[src/design/srgb_pixel_encoder_defines.svh]
// Assertion macros used by the sRGB pixel encoder source.
`ifndef SRGB_PIXEL_ENCODER_DEFINES_SVH
`define SRGB_PIXEL_ENCODER_DEFINES_SVH
`ifndef SYNTHESIS
`define SRGB_ASSERT_IMP(label, clk, rst, ante, cons) \
  label: assert property (@(posedge clk) disable iff (rst) (ante) |-> (cons)) \
    else $error("srgb assertion failed");
`define SRGB_ASSERT_NXT(label, clk, rst, ante, cons) \
  label: assert property (@(posedge clk) disable iff (rst) (ante) |=> (cons)) \
    else $error("srgb assertion failed");
`else
`define SRGB_ASSERT_IMP(label, clk, rst, ante, cons)
`define SRGB_ASSERT_NXT(label, clk, rst, ante, cons)
`endif
`endif

[src/design/srgb_pkg.sv]
package srgb_pkg;

  localparam int IN_W          = 16;
  localparam int CODE_W        = 8;
  localparam int CODES         = 1 << CODE_W;
  localparam int FRAC_BITS_DEF = 13;

  // Curve constants in integer form.
  localparam longint unsigned LIN_KNEE_NUM  = 64'd31308;
  localparam longint unsigned LIN_KNEE_DEN  = 64'd10000000;
  localparam longint unsigned LIN_SLOPE     = 64'd1292;
  localparam longint unsigned LIN_SLOPE_DEN = 64'd100;
  localparam longint unsigned CODE_SCALE2   = 64'd510;
  localparam int              POW_A_MUL     = 20;
  localparam int              POW_A_OFS     = 561;
  localparam int              POW_B         = 10761;
  localparam int              POW_NUM_EXP   = 5;
  localparam int              POW_DEN_EXP   = 12;
  localparam int              POW_SHIFT     = 5;
  localparam int              BIG_W         = 384;

  // Whether the encoded value of n / 2^s reaches (2k-1)/510. The power
  // segment compares n^5 * 10761^12 against (20(2k-1)+561)^12 * 32^s exactly.
  function automatic bit srgb_reaches(longint unsigned n, int s, int k);
    longint unsigned scale;
    longint unsigned odd;
    logic [BIG_W-1:0] lhs;
    logic [BIG_W-1:0] rhs;
    logic [BIG_W-1:0] a_big;
    bit               res;
    scale = 64'd1 << s;
    odd   = 64'(2 * k - 1);
    if (n * LIN_KNEE_DEN <= LIN_KNEE_NUM * scale) begin
      res = (LIN_SLOPE * CODE_SCALE2 * n) >= (LIN_SLOPE_DEN * odd * scale);
    end else begin
      lhs   = BIG_W'(1);
      rhs   = BIG_W'(1);
      a_big = BIG_W'(POW_A_MUL * (2 * k - 1) + POW_A_OFS);
      for (int i = 0; i < POW_NUM_EXP; i++) begin
        lhs = lhs * BIG_W'(n);
      end
      for (int i = 0; i < POW_DEN_EXP; i++) begin
        lhs = lhs * BIG_W'(POW_B);
        rhs = rhs * a_big;
      end
      rhs = rhs << (POW_SHIFT * s);
      res = (lhs >= rhs);
    end
    return res;
  endfunction

  // Smallest input level, at scale 2^(frac_bits+1), whose code is at least k.
  function automatic int srgb_threshold(int frac_bits, int k);
    int s;
    int lo;
    int hi;
    int mid;
    s  = frac_bits + 1;
    lo = 0;
    hi = 1 << s;
    if (k == 0) begin
      hi = 0;
    end
    while (lo < hi) begin
      mid = (lo + hi) >> 1;
      if (srgb_reaches(longint'(mid), s, k)) begin
        hi = mid;
      end else begin
        lo = mid + 1;
      end
    end
    return lo;
  endfunction

endpackage

[src/design/srgb_in_if.sv]
interface srgb_in_if;
  logic                                valid;
  logic                                ready;
  logic signed [srgb_pkg::IN_W-1:0]    in_red;
  logic signed [srgb_pkg::IN_W-1:0]    in_green;
  logic signed [srgb_pkg::IN_W-1:0]    in_blue;

  modport source (output valid, output in_red, output in_green, output in_blue,
                  input ready);
  modport sink (input valid, input in_red, input in_green, input in_blue,
                output ready);
endinterface

[src/design/srgb_out_if.sv]
interface srgb_out_if;
  logic                          valid;
  logic                          ready;
  logic [srgb_pkg::CODE_W-1:0]   out_red;
  logic [srgb_pkg::CODE_W-1:0]   out_green;
  logic [srgb_pkg::CODE_W-1:0]   out_blue;

  modport source (output valid, output out_red, output out_green, output out_blue,
                  input ready);
  modport sink (input valid, input out_red, input out_green, input out_blue,
                output ready);
endinterface

[src/design/srgb_chan.sv]
// One colour channel: input mapping and clamp, then an eight-step search of
// the threshold ROM, one code bit per stage.
module srgb_chan #(
  parameter int FRAC_BITS = srgb_pkg::FRAC_BITS_DEF
) (
  input  logic                               clk,
  input  logic [srgb_pkg::CODE_W:0]          adv,
  input  logic                               remap,
  input  logic signed [srgb_pkg::IN_W-1:0]   x,
  output logic [srgb_pkg::CODE_W-1:0]        code
);

  localparam int STEPS = srgb_pkg::CODE_W;
  localparam int IN_W  = srgb_pkg::IN_W;
  localparam int NW    = FRAC_BITS + 2;
  localparam int TW    = ((IN_W + 1 > NW) ? IN_W + 1 : NW) + 1;

  localparam logic signed [TW-1:0] ONE_OFS = TW'(1) <<< FRAC_BITS;
  localparam logic signed [TW-1:0] TOP     = TW'(1) <<< (FRAC_BITS + 1);

  typedef logic [NW-1:0] thr_tab_t [srgb_pkg::CODES];

  function automatic thr_tab_t build_thr();
    thr_tab_t tab;
    for (int k = 0; k < srgb_pkg::CODES; k++) begin
      tab[k] = NW'(srgb_pkg::srgb_threshold(FRAC_BITS, k));
    end
    return tab;
  endfunction

  localparam thr_tab_t THR = build_thr();

  logic signed [TW-1:0]  xe;
  logic signed [TW-1:0]  t;
  logic [NW-1:0]         n0;

  logic [NW-1:0]          n_q    [STEPS];
  logic [NW-1:0]          thr_q  [STEPS];
  logic [STEPS-1:0]       code_q [1:STEPS];

  always_comb begin
    xe = {{(TW - IN_W){x[IN_W-1]}}, x};
    t  = remap ? (xe + ONE_OFS) : (xe <<< 1);
    if (t < 0) begin
      n0 = '0;
    end else if (t > TOP) begin
      n0 = TOP[NW-1:0];
    end else begin
      n0 = t[NW-1:0];
    end
  end

  always_ff @(posedge clk) begin
    if (adv[0]) begin
      n_q[0]   <= n0;
      thr_q[0] <= THR[STEPS'(1) << (STEPS - 1)];
    end
  end

  for (genvar j = 1; j <= STEPS; j++) begin : g_step
    localparam int B = STEPS - j;
    logic [STEPS-1:0] code_prev;
    logic [STEPS-1:0] code_nx;

    if (j == 1) begin : g_first
      assign code_prev = '0;
    end else begin : g_rest
      assign code_prev = code_q[j-1];
    end

    assign code_nx = code_prev |
                     ((n_q[j-1] >= thr_q[j-1]) ? (STEPS'(1) << B) : '0);

    always_ff @(posedge clk) begin
      if (adv[j]) begin
        code_q[j] <= code_nx;
      end
    end

    if (j < STEPS) begin : g_fwd
      always_ff @(posedge clk) begin
        if (adv[j]) begin
          n_q[j]   <= n_q[j-1];
          thr_q[j] <= THR[code_nx | (STEPS'(1) << (B - 1))];
        end
      end
    end
  end

  assign code = code_q[STEPS];

endmodule

[src/design/srgb_pixel_encoder.sv]
// sRGB pixel encoder. Each transfer on pix_in carries one linear RGB pixel,
// three signed fixed-point channels with FRAC_BITS fraction bits (Q3.13 by
// default), and yields one transfer on pix_out with three 8-bit sRGB codes,
// rounded to nearest with halves rounded up and clamped to 0..255. With
// remap written to 1 through cfg_we/cfg_wdata each channel is first
// taken from [-1,1] to [0,1]; write it only while no pixel is in flight. The
// block accepts one pixel per clock while the output is ready. An input
// register holds the mapped and clamped value, then eight search stages
// each settle one code bit with one threshold comparison and one read of
// the constant threshold ROM. The ROM holds, for every code, the smallest
// clamped input level that reaches it, and is built exactly at elaboration.
// Stages fill bubbles under back-pressure, so input transfers continue while
// a finished pixel waits at the output until the pipeline is full.
`include "srgb_pixel_encoder_defines.svh"

module srgb_pixel_encoder #(
  parameter int FRAC_BITS = srgb_pkg::FRAC_BITS_DEF
) (
  input  logic       clk,
  input  logic       rst,
  input  logic       cfg_we,
  input  logic       cfg_wdata,
  srgb_in_if.sink    pix_in,
  srgb_out_if.source pix_out
);

  localparam int STEPS = srgb_pkg::CODE_W;

  logic               remap;
  logic [STEPS:0]     valid_q;
  logic [STEPS:0]     adv;

  // The configuration register keeps only its single bit.
  always_ff @(posedge clk) begin
    if (rst) begin
      remap <= 1'b0;
    end else if (cfg_we) begin
      remap <= cfg_wdata;
    end
  end

  // A stage moves when it is empty or when the stage after it moves, so
  // empty slots close up even while the output is stalled.
  always_comb begin
    adv[STEPS] = !valid_q[STEPS] || pix_out.ready;
    for (int i = STEPS - 1; i >= 0; i--) begin
      adv[i] = !valid_q[i] || adv[i+1];
    end
  end

  always_ff @(posedge clk) begin
    if (rst) begin
      valid_q <= '0;
    end else begin
      if (adv[0]) begin
        valid_q[0] <= pix_in.valid;
      end
      for (int i = 1; i <= STEPS; i++) begin
        if (adv[i]) begin
          valid_q[i] <= valid_q[i-1];
        end
      end
    end
  end

  // No input transfer is taken while the block is held in reset.
  assign pix_in.ready  = adv[0] && !rst;
  assign pix_out.valid = valid_q[STEPS];

  // The three channels share the stage control and differ only in data.
  srgb_chan #(.FRAC_BITS(FRAC_BITS)) u_red (
    .clk   (clk),
    .adv   (adv),
    .remap (remap),
    .x     (pix_in.in_red),
    .code  (pix_out.out_red)
  );

  srgb_chan #(.FRAC_BITS(FRAC_BITS)) u_green (
    .clk   (clk),
    .adv   (adv),
    .remap (remap),
    .x     (pix_in.in_green),
    .code  (pix_out.out_green)
  );

  srgb_chan #(.FRAC_BITS(FRAC_BITS)) u_blue (
    .clk   (clk),
    .adv   (adv),
    .remap (remap),
    .x     (pix_in.in_blue),
    .code  (pix_out.out_blue)
  );

  // Input is refused only when every stage holds a pixel and the output stalls.
  `SRGB_ASSERT_IMP(a_ready_full, clk, rst, !pix_in.ready, (&valid_q) && !pix_out.ready)
  // An accepted pixel always lands in the first stage.
  `SRGB_ASSERT_NXT(a_accept_lands, clk, rst, pix_in.valid && pix_in.ready, valid_q[0])
  // A stalled output keeps its pixel in the last stage.
  `SRGB_ASSERT_NXT(a_out_hold, clk, rst, valid_q[STEPS] && !pix_out.ready, valid_q[STEPS])

endmodule

[src/flat_wrapper.sv]
// flat-port wrapper written by rule: the top's interface ports become plain ports
module srgb_pixel_encoder_flat 
#(
  parameter int FRAC_BITS = srgb_pkg::FRAC_BITS_DEF
)
  (clk, rst, cfg_we, cfg_wdata, pix_in_valid, pix_in_in_red, pix_in_in_green, pix_in_in_blue, pix_in_ready, pix_out_valid, pix_out_out_red, pix_out_out_green, pix_out_out_blue, pix_out_ready);
  srgb_in_if pix_in_i ();
  srgb_out_if pix_out_i ();
  input  logic clk;
  input  logic rst;
  input  logic cfg_we;
  input  logic cfg_wdata;
  input wire logic [$bits(pix_in_i.valid)-1:0] pix_in_valid;
  input wire logic [$bits(pix_in_i.in_red)-1:0] pix_in_in_red;
  input wire logic [$bits(pix_in_i.in_green)-1:0] pix_in_in_green;
  input wire logic [$bits(pix_in_i.in_blue)-1:0] pix_in_in_blue;
  output wire logic [$bits(pix_in_i.ready)-1:0] pix_in_ready;
  output wire logic [$bits(pix_out_i.valid)-1:0] pix_out_valid;
  output wire logic [$bits(pix_out_i.out_red)-1:0] pix_out_out_red;
  output wire logic [$bits(pix_out_i.out_green)-1:0] pix_out_out_green;
  output wire logic [$bits(pix_out_i.out_blue)-1:0] pix_out_out_blue;
  input wire logic [$bits(pix_out_i.ready)-1:0] pix_out_ready;
  assign pix_in_i.valid = pix_in_valid;
  assign pix_in_i.in_red = pix_in_in_red;
  assign pix_in_i.in_green = pix_in_in_green;
  assign pix_in_i.in_blue = pix_in_in_blue;
  assign pix_in_ready = pix_in_i.ready;
  assign pix_out_valid = pix_out_i.valid;
  assign pix_out_out_red = pix_out_i.out_red;
  assign pix_out_out_green = pix_out_i.out_green;
  assign pix_out_out_blue = pix_out_i.out_blue;
  assign pix_out_i.ready = pix_out_ready;
  srgb_pixel_encoder #(.FRAC_BITS(FRAC_BITS)) u_core (.clk(clk), .rst(rst), .cfg_we(cfg_we), .cfg_wdata(cfg_wdata), .pix_in(pix_in_i), .pix_out(pix_out_i));
endmodule
[config.mk]
export PLATFORM = sky130hd
export DESIGN_NAME = srgb_pixel_encoder_flat
export DESIGN_NICKNAME = d
export VERILOG_FILES = /design/src/design/srgb_pkg.sv /design/src/design/srgb_in_if.sv /design/src/design/srgb_out_if.sv /design/src/design/srgb_chan.sv /design/src/design/srgb_pixel_encoder.sv /design/src/flat_wrapper.sv
export VERILOG_INCLUDE_DIRS = /design/src /design/src/design
export SDC_FILE = /design/constraint.sdc
export NUM_CORES = 1
export LEC_CHECK = 0
export BUFFER_PORTS_ARGS = -buffer_cell sky130_fd_sc_hd__clkbuf_2
export CORE_MARGIN = 4
export CORE_UTILIZATION = 53
export DETAILED_ROUTE_END_ITERATION = 10
export HOLD_SLACK_MARGIN = 0.03
export MAX_ROUTING_LAYER = met4
export PLACE_DENSITY = 0.69
export RECOVER_POWER = 50
export SETUP_SLACK_MARGIN = 0.02
export SLEW_MARGIN = 20
export SYNTH_ARGS = -nofsm -noshare
export SYNTH_HDL_FRONTEND = slang
export SYNTH_HIERARCHICAL = 1
export SYNTH_SLANG_ARGS = --single-unit
[constraint.sdc]
create_clock -name clk -period 7.2 [get_ports clk]
set_clock_uncertainty 0.2 [all_clocks]
set_input_delay 0 -clock clk [delete_from_list [all_inputs] [get_ports clk]]
set_output_delay 0 -clock clk [all_outputs]
set_load 0.005 [all_outputs]
==> impl_results.md <==
* RSZ-0062 raised after global routing: false
* Layout area overhead at 11.7%
* Status: finished with violations
* Primary FF master, synth: edfxtp_1
* Fin util at 0.598
* Worst skew pair latency at between 0.6 and 0.7 ns
* CTS Buf Count at a little under 70
* H-tree Lvls at 3
* Peak supply drop at about 180 uV
* Synth cell types at slightly above 100
* Wire length per cell at about 18 um
* Clock sink total at between 600 and 700
* DRT Pass-1 Iters at 7
* Failing checks: capacitance limit, slew limit
* DRC Markers at 0
* Lkg Pwr at 16.7 nW
* #FFs+latches synth at between 600 and 700
* Final Hold Violating Endpoints at 0
* First DRT Iteration DRCs at 1,802
* Period utilization at 0.702
* Die X at 263 um
* Std cell rows at 93
* Worst hold slack at roughly 0.12 ns
* Routed wire length at between 70,000 and 80,000 um
* Total power at about 10 mW
* Largest net degree at the start of global routing at 97
* CP arrival at between 4 and 5 ns
* Worst Hold Path EP: u_core/valid_q[1]
* Antenna fix cells at 0
* Worst EP required at approximately 7 ns
* Synth top area share at 0.549
* Reg2Reg Launch Point: u_core/valid_q[8]
* Share of cells above drive strength 1 at 0.0782
* Core Region at roughly 64,000 um2
* Yosys top cell by area: edfxtp_1
* Vias at 23,000
* Crit path time final at between 5 and 6 ns
* Hold Path Stages at 3
* Sequential cell area fraction in the yosys report at 0.555
* Worst-path fanout max at 96
* Post-CTS setup buffer count at 0
* Pre-CTS WS at 3.10 ns
* CTS tree: built
* Number of synthesized flops with an enable pin at between 600 and 700
* Nets at about 3,400
* Die Ht at between 200 and 300 um
* Endpoint class of the critical path: register
* Root buffer cell: clkbuf_16
* Dpl hpwl at ~48,000 um
* Relative slew slack at -2.20
* Max_cap viols at 15
* Critical R2R Capture: u_core/u_red/thr_q[1][27]
* IO Count at 80
* Worst slew pin tran at between 4 and 5 ns
* Startpoint of the worst hold path: rst
* Power Density at between 200 and 300 nW/um2
* Post-Syn Area at 34,500 um2
* Vias/cell at around 5.8
* Startpoint Class: register
* Setup violators final at 0
* Grt total ovfl at 0
* R2R setup slack at roughly 2.1 ns
* Max Slew Vio Count at approximately 770
* HP Class: input pin to register
* Initial antenna violation count at 0
* Top cells by area, synth: edfxtp_1, ha_1, inv_1
* First-pass GRT wire length at around 120,000 um
* Max Freq at between 150 and 200 MHz
* Post-route antenna net violation count at 0
* DIE AREA at around 70,000 um2
* Post-route setup slack at about 2.1 ns
* Clock transition at the registers of the reported paths at about 0.060 ns
* GRT Total Usage at 0.207
* Net Count, Synth at approximately 3,300
* Ys async rst share at 0
* Crit path from: u_core/valid_q[8]
* Clk buf depth at 3
* Post-Syn Instances at 2,939
* Cells on worst reg2reg path at 3
* Port Buffers at between 70 and 80
* Vias in the first global route at 22,600
* Yosys Warn Count at 6
* Setup TNS at 0 ns
* Initial core utilization at 0.535
* Avg Cell Area, Syn at 11.7 um2
* Routability congestion estimate at 0.870
* Critical path type: register to register
sequential cells by signal, summed over array words and instances, names as in the netlist, 24 cells and up:
register,flops
u_core/u_red/thr_q,65
u_core/u_blue/code_q,24
u_core/u_red/code_q,25
u_core/u_green/n_q,120
u_core/u_blue/n_q,120
u_core/u_green/thr_q,65
u_core/u_blue/thr_q,66
u_core/u_red/n_q,120
u_core/u_green/code_q,25
cells by family after synthesis:
kind of cell | count (synthesis) | share of synthesized area
AO/OA/AOI/OAI | 740 | 0.142
XOR/XNOR | 10 | 0.00254
adder cells (fa/ha/maj) | 330 | 0.120
buffers and inverters | 439 | 0.0524
flip-flops | 640 | 0.555
multiplexers | 109 | 0.0361
other | 3 | 0.000327
AND/OR/NAND/NOR | 668 | 0.0918
Yosys cell counts (all sizes together) (37+ instances only):
cell and instances:
nand2 195, a21oi 207, edfxtp 630, nor2 202, nand3 63, inv 276, a211oi 48, buf 71
o211ai 37, clkbuf 87, mux2i 88, nor2b 47, nor3 47, a21o 56, o21ai 167, ha 330
stage by stage:
stage / cell area (um2) / std cells
4_1_cts: 38600 / 3962
5_1_grt: 38500 / 3962
6_report: 38500 / 3962
3_3_place_gp: 35400 / 3735
2_1_floorplan: 34500 / 2939
3_5_place_dp: 35400 / 3735
layout by cell type (no fill, tap or decap), types with 14 or more instances in the layout:
cell and instances:
edfxtp_1 630, ha_1 330, inv_1 269, nor2_1 202, a21oi_1 200, nand2_1 194, o21ai_0 162, dlygate4sd3_1 103
mux2i_1 87, clkbuf_16 70, clkbuf_2 65, nand3_1 62, a21o_1 55, nor2b_1 47, a211oi_1 47, nor3_1 47
clkbuf_1 43, o211ai_1 35, nand2b_1 27, a31oi_1 26, clkinv_1 19, nand4_1 17, o31ai_1 14, a221oi_1 14
where the power goes:
group	total (mW)	internal, mW	switching [mW]
Combinational	2.05	0.824	1.23
Clock	3.44	2.02	1.43
Sequential	4.84	4.57	0.274
critical path: stages (launching register included):
cell and delay, ns:
dfxtp_1 0.33, and3b_1 0.45, nand2_4 0.13, clkbuf_1 3.34
layout make-up:
cell class                      count  area, um2
Clock inverter                     38        407
Clock buffer                       86       1810
Inverter                          281       1060
Multi-Input combinational cell   1860      13500
Tap cell                          855       1070
Timing Repair Buffer              202       1510
Sequential cell                   640      19100
Fill cell                        5060      25800
what timing repair did:
| item | 4_1_cts | 5_1_grt |
|---|---|---|
| hold buffers | 103 | 0 |
| setup endpoints to repair | 0 | 0 |
| endpoints found under the hold margin | 76 | 0 |
| resized for setup | 0 | 0 |
metal layers:
metal	GRT usage	part of all wire	vias to the layer above
met5	-	0	-
met4	0.0677	0.025	0
met3	0.0299	0.054	134
met2	0.336	0.48	698
met1	0.271	0.44	11100
li1	-	-	11100
worst max path at each step:
stage / to / slack, ns / cells after the start
after floorplan: u_core/u_blue/code_q[0][42] / 3.67 / 3
after global placement: u_core/u_red/thr_q[1][37] / 3.07 / 10
after detailed placement: u_core/u_red/thr_q[1][37] / 3.10 / 10
after CTS: u_core/u_red/thr_q[1][37] / 3.08 / 10
after global routing: u_core/u_red/thr_q[1][27] / 1.64 / 3
final: u_core/u_red/thr_q[1][27] / 2.14 / 3
No activity file was read; power rests on OpenSTA's default activity.
